**src/rtl/core/flptw_pkg.sv**
```systemverilog
// Shared types, codes and helpers for the four-level page table walker.
`timescale 1ns / 1ps
`default_nettype none
package flptw_pkg;

  localparam int IDX_W   = 9;
  localparam int ENTRY_W = 64;
  localparam int VA_W    = 48;
  localparam int PA_W    = 52;
  localparam int FLAGS_W = 12;
  localparam int BASE_W  = 40;
  localparam int ROOT_W  = 4;
  localparam int PN_W    = ENTRY_W - 12;

  // Request kinds
  localparam logic [1:0] OP_MAP   = 2'd0;
  localparam logic [1:0] OP_QUERY = 2'd1;
  localparam logic [1:0] OP_UNMAP = 2'd2;

  // Result status codes
  localparam logic [2:0] ST_DONE    = 3'd0;
  localparam logic [2:0] ST_FLOOR   = 3'd1;
  localparam logic [2:0] ST_HUGE    = 3'd2;
  localparam logic [2:0] ST_ABSENT  = 3'd3;
  localparam logic [2:0] ST_FULL    = 3'd4;
  localparam logic [2:0] ST_OUTSIDE = 3'd5;

  // Configuration register indexes
  localparam logic [1:0] CFG_ROOT_PAGE  = 2'd0;
  localparam logic [1:0] CFG_STORE_BASE = 2'd1;
  localparam logic [1:0] CFG_MAP_FLOOR  = 2'd2;

  // Configuration reset values
  localparam logic [ROOT_W-1:0] ROOT_RESET  = 4'd0;
  localparam logic [BASE_W-1:0] BASE_RESET  = 40'd1024;
  localparam logic [VA_W-1:0]   FLOOR_RESET = 48'h40_0000;

  // Walk levels: top table, second table, directory, leaf table
  localparam logic [1:0] LEVEL_TOP  = 2'd0;
  localparam logic [1:0] LEVEL_MID  = 2'd1;
  localparam logic [1:0] LEVEL_DIR  = 2'd2;
  localparam logic [1:0] LEVEL_LEAF = 2'd3;

  localparam int PRESENT_BIT = 0;
  localparam int HUGE_BIT    = 7;

  // Controller to datapath commands
  typedef struct packed {
    logic       load;      // capture request and start at the root page
    logic       rd;        // read entry of current page at level index
    logic       wr_alloc;  // write new table pointer and allocate a page
    logic       wr_leaf;   // write leaf entry (map value or zero)
    logic       adv;       // step to the page the read entry names
    logic       clr_wr;    // clearing sweep write
    logic [1:0] lvl;
  } dp_cmd_t;

  // Datapath to controller status
  typedef struct packed {
    logic [1:0] op;
    logic       below_floor;
    logic       root_out;
    logic       present;
    logic       huge;
    logic       outside;
    logic       full;
    logic       clr_last;
  } dp_stat_t;

  // Table index of a virtual address at a walk level
  function automatic logic [IDX_W-1:0] idx_of(input logic [VA_W-1:0] va,
                                              input logic [1:0] lvl);
    logic [IDX_W-1:0] idx;
    unique case (lvl)
      LEVEL_TOP: idx = va[47:39];
      LEVEL_MID: idx = va[38:30];
      LEVEL_DIR: idx = va[29:21];
      default:   idx = va[20:12];
    endcase
    return idx;
  endfunction

endpackage
`default_nettype wire

```
**src/rtl/core/flptw_ctrl.sv**
```systemverilog
// Controller: sequences store clearing, table walk, allocation and result.
`timescale 1ns / 1ps
`default_nettype none
module flptw_ctrl (
  input  wire logic               clk,
  input  wire logic               rst,
  input  wire logic               s_tvalid,
  output logic                    s_tready,
  output logic                    m_tvalid,
  input  wire logic               m_tready,
  output logic [7:0]              m_tdata,   // is_mapped, status[3:1], zero pad
  input  wire flptw_pkg::dp_stat_t stat,
  output flptw_pkg::dp_cmd_t      cmd
);

  typedef enum logic [2:0] {
    S_CLEAR,
    S_IDLE,
    S_CHECK,
    S_RD,
    S_EV,
    S_LEAF,
    S_DONE
  } state_t;

  state_t     state;
  state_t     state_next;
  logic [1:0] lvl;
  logic [1:0] lvl_next;
  logic [2:0] res_status;
  logic [2:0] res_status_next;
  logic       res_mapped;
  logic       res_mapped_next;
  logic       is_map;
  logic       is_query;
  logic       go_next;

  assign is_map   = stat.op == flptw_pkg::OP_MAP;
  assign is_query = stat.op == flptw_pkg::OP_QUERY;
  assign s_tready = state == S_IDLE;

  // Decide commands and next state
  always_comb begin
    state_next      = state;
    lvl_next        = lvl;
    res_status_next = res_status;
    res_mapped_next = res_mapped;
    go_next         = 1'b0;
    cmd             = '0;
    cmd.lvl         = lvl;
    unique case (state)
      S_CLEAR: begin
        cmd.clr_wr = 1'b1;
        if (stat.clr_last) begin
          state_next = S_IDLE;
        end
      end
      S_IDLE: begin
        if (s_tvalid) begin
          cmd.load   = 1'b1;
          state_next = S_CHECK;
        end
      end
      S_CHECK: begin
        lvl_next        = flptw_pkg::LEVEL_TOP;
        res_mapped_next = 1'b0;
        res_status_next = flptw_pkg::ST_DONE;
        state_next      = S_RD;
        case (stat.op) inside
          flptw_pkg::OP_MAP: begin
            if (stat.below_floor) begin
              res_status_next = flptw_pkg::ST_FLOOR;
              state_next      = S_DONE;
            end else if (stat.root_out) begin
              res_status_next = flptw_pkg::ST_OUTSIDE;
              state_next      = S_DONE;
            end
          end
          flptw_pkg::OP_QUERY, flptw_pkg::OP_UNMAP: begin
            if (stat.root_out) begin
              res_status_next = flptw_pkg::ST_OUTSIDE;
              state_next      = S_DONE;
            end
          end
          default: state_next = S_DONE;
        endcase
      end
      S_RD: begin
        cmd.rd     = 1'b1;
        state_next = S_EV;
      end
      S_EV: begin
        state_next = S_DONE;
        if (lvl == flptw_pkg::LEVEL_LEAF) begin
          res_mapped_next = stat.present;
        end else if (lvl == flptw_pkg::LEVEL_DIR && stat.huge) begin
          if (is_query) begin
            res_mapped_next = 1'b1;
          end else begin
            res_status_next = flptw_pkg::ST_HUGE;
          end
        end else if (!stat.present) begin
          if (!is_map) begin
            res_status_next = is_query ? flptw_pkg::ST_DONE : flptw_pkg::ST_ABSENT;
          end else if (stat.full) begin
            res_status_next = flptw_pkg::ST_FULL;
          end else begin
            cmd.wr_alloc = 1'b1;
            go_next      = 1'b1;
          end
        end else if (stat.outside) begin
          res_status_next = flptw_pkg::ST_OUTSIDE;
        end else begin
          cmd.adv = 1'b1;
          go_next = 1'b1;
        end
        // Step down one level; the leaf is read for query, written otherwise
        if (go_next) begin
          lvl_next = lvl + 2'd1;
          if (lvl == flptw_pkg::LEVEL_DIR && !is_query) begin
            state_next = S_LEAF;
          end else begin
            state_next = S_RD;
          end
        end
      end
      S_LEAF: begin
        cmd.wr_leaf = 1'b1;
        state_next  = S_DONE;
      end
      S_DONE: begin
        if (!m_tvalid || m_tready) begin
          state_next = S_IDLE;
        end
      end
      default: state_next = S_IDLE;
    endcase
  end

  // Hold state, walk level and the result register
  always_ff @(posedge clk) begin
    if (rst) begin
      state    <= S_CLEAR;
      lvl      <= flptw_pkg::LEVEL_TOP;
      m_tvalid <= 1'b0;
    end else begin
      state <= state_next;
      lvl   <= lvl_next;
      if (state == S_DONE && (!m_tvalid || m_tready)) begin
        m_tvalid <= 1'b1;
        m_tdata  <= {4'b0, res_status, res_mapped};
      end else if (m_tvalid && m_tready) begin
        m_tvalid <= 1'b0;
      end
    end
    res_status <= res_status_next;
    res_mapped <= res_mapped_next;
  end

endmodule
`default_nettype wire

```
**config.mk**
```make
export PLATFORM = sky130hd
export DESIGN_NAME = flptw_ctrl
export DESIGN_NICKNAME = d
export VERILOG_FILES = /design/src/rtl/core/flptw_pkg.sv /design/src/rtl/core/flptw_ctrl.sv
export SDC_FILE = /design/constraint.sdc
export NUM_CORES = 1
export LEC_CHECK = 0
export BUFFER_PORTS_ARGS = -buffer_cell sky130_fd_sc_hd__clkbuf_2
export CAP_MARGIN = 20
export CORE_MARGIN = 4
export CORE_UTILIZATION = 52
export DETAILED_ROUTE_END_ITERATION = 10
export PLACE_DENSITY = 0.91
export SETUP_SLACK_MARGIN = 0.02
export SYNTH_ARGS = -nofsm -noshare
export SYNTH_HDL_FRONTEND = slang
export SYNTH_SLANG_ARGS = --single-unit
```
**constraint.sdc**
```tcl
create_clock -name clk -period 4.18 [get_ports clk]
set_input_delay 0.209 -clock clk [delete_from_list [all_inputs] [get_ports clk]]
set_output_delay 0.209 -clock clk [all_outputs]
set_load 0.005 [all_outputs]
```
==> summary.txt <==
Max rail drop VDD: 0.308 mV
CTS Buf Count: 3
largest net degree at the start of global routing: 15
unrepaired setup endpoints after global routing: false
layout cells sized above 1: 0.252
max-slew violations: 0
crit-path max FO: 14
# setup viols final: 0
Buf/Inv on CP: 0
fmax: 541 MHz
area grow syn2layout: 15.8%
Crit path max-delay family: flip-flops
DR DRC count: 0
PortBufs: 26
final wirelength: 1880 um
Tot Pwr: 0.000408 W
commonest non-fill, non-tap cell in the layout: clkbuf_2
FF+latch count, synth: 14
Core ar.: 1560 um2
DP Cell Count: 135
complex-gate fraction of the synthesized area: 0.192
detailed-route via count: 811
clock sinks: 14
Adder-Cell Fraction of Synth Area: 0.0564
Slew @ Worst Pin: 544 ps
final hold vios: 0
WL/cell: 13.5 um
number of global-route vias before repair: 703
ANT nets after route: 0
max cap viols: 0
startpoint types: flop
Final Non-Filler Cells: 139
die footprint: 2430 um2
syn avg cell area: 9.05 um2
CTS root buf: clkbuf_4
RePlAce Congestion: 0.841
Setup crit end kind: flop
mux contribution to synthesized area: 0
pwr dens: 397 nW/um2
CTS Hold Bufs: 0
first-pass GRT wire length: 2970 um
TritonCTS clock tree: yes
simple-gate share of the synthesized area: 0.271
setup bufs post-CTS: 0
Resized cells post-CTS: 0
clock-pin slew on the worst setup and hold paths: 80 ps
Worst EP required: 4110 ps
synthesized area: 887 um2
Async SR Flop Fraction: 0
Slew Limit Headroom: 0.635
initial antenna violation count: 0
main combinational cell family by area after synthesis: simple AND/OR/NAND/NOR gates
Crit-path slowest cell: dfxtp_1
num rows: 14
drt first pass iters: 4
setup_tns: 0 ps
Static Leak: 0.445 nW
outcome: finished, final reports clean
post-synth cell types: 31
Ant. Diodes: 0
DIE WIDTH: 49.3 um
clk_lat worst skew: 270 ps
starting density of the core: 0.569
Filler Cell Count: 133
Worst Clk Skew: 0.384 ps
critical path arrival: 1780 ps
I/O Pins: 31
Syn Inst Count: 98
die span in y: 49.3 um
number of flops mapped to enable cells by yosys: 8
register area share after synthesis: 0.406
xor/xnor share of the synthesized area: 0
drt via density: 5.83
gr usage total: 0.158
Synth warnings: 0
crit path time final: 1850 ps
1st-iter DRT viols: 31
Final #Nets: 141
Tcrit/Tclk final: 0.442
Final HPWL DP: 1450 um
most frequent cells in the layout: clkbuf_2 (26), a21oi_1 (10), edfxtp_1 (8), nor2b_1 (6), dfxtp_1 (6)
GRT Residual Overflow: 0
Hold Crit Class: input port to flop
Main synth FF type: edfxtp_1
H-Tree Depth: 1
Bufs on Longest Clock Path: 2
CP Class: flop to flop
slowest stage delay, CP: 560 ps
Cell Chain, Critical Path: or3b_1, o31ai_1
synthesized netlist by cell type (2+ instances only):
master | n | share of area
dfxtp_1 | 6 | 0.14
o211ai_1 | 3 | 0.025
clkbuf_1 | 2 | 0.0085
nor3b_1 | 2 | 0.017
nor3_1 | 3 | 0.017
edfxtp_1 | 8 | 0.27
buf_4 | 4 | 0.034
a21oi_1 | 10 | 0.056
o21ai_0 | 4 | 0.023
nand3_1 | 3 | 0.017
o31ai_1 | 3 | 0.025
nand2_1 | 4 | 0.017
ha_1 | 4 | 0.056
a31oi_1 | 4 | 0.028
or3_1 | 2 | 0.014
inv_1 | 4 | 0.017
buf_2 | 2 | 0.011
and3_1 | 2 | 0.014
nor2_1 | 5 | 0.021
nand2b_1 | 4 | 0.028
nand3b_1 | 2 | 0.017
and2_1 | 3 | 0.021
nor2b_1 | 6 | 0.042
logic make-up (layout without fill, tap and decap cells):
logic type | count (synthesis) | in the layout
and+or+nand+nor | 39 | 39
AOI/OAI and AO/OA | 28 | 28
DFF | 14 | 14
buffers and inverters | 12 | 34
adders and majority gates | 4 | 4
other | 1 | 4
routing by layer:
layer	up-vias	global-route usage	wire length, um
met3	15	0.0428	104
met1	361	0.174	807
li1	400	-	-
met4	0	0.0853	82
met5	-	0	0
met2	35	0.272	886
registers in the layout (all words and copies together), names as in the netlist:
| name | cells |
|---|---|
| lvl | 2 |
| m_tdata | 4 |
| m_tvalid | 1 |
| res_mapped | 1 |
| res_status | 3 |
| state | 3 |
worst paths after layout:
kind	start	to	slack, ps	depth (start not counted)
worst max register to register	state[2]	res_status[2]	2330	2
worst max-delay path	state[2]	res_status[2]	2330	2
worst min-delay path	rst	m_tvalid	190	2
worst min register to register	res_status[0]	m_tdata[1]	420	0
area by class of cell:
| type | instances | area [um2] | area share |
|---|---|---|---|
| clock buffers | 4 | 26.3 | 0.0256 |
| inverters | 4 | 15.0 | 0.0146 |
| multi-input cells | 75 | 475 | 0.463 |
| flip-flops and latches | 14 | 360 | 0.351 |
| well taps | 16 | 20.0 | 0.0195 |
| repair buffers | 26 | 130 | 0.127 |
through the flow:
stage	hold WS [ps]	setup WS [ps]	util	cell area, um2
6_report	191	2330	0.659	1030
5_1_grt	184	2190	0.659	1030
4_1_cts	185	2330	0.659	1030
3_5_place_dp	406	2300	0.642	1000
3_3_place_gp	401	2410	0.642	1000
2_1_floorplan	278	2600	-	898
power breakdown:
part	total [W]	switching (W)	internal (W)
Clock	0.0000783	0.0000413	0.0000370
Combinational	0.000125	0.0000631	0.0000621
Sequential	0.000205	0.0000325	0.000172
Power figures use the tool's default switching activity.
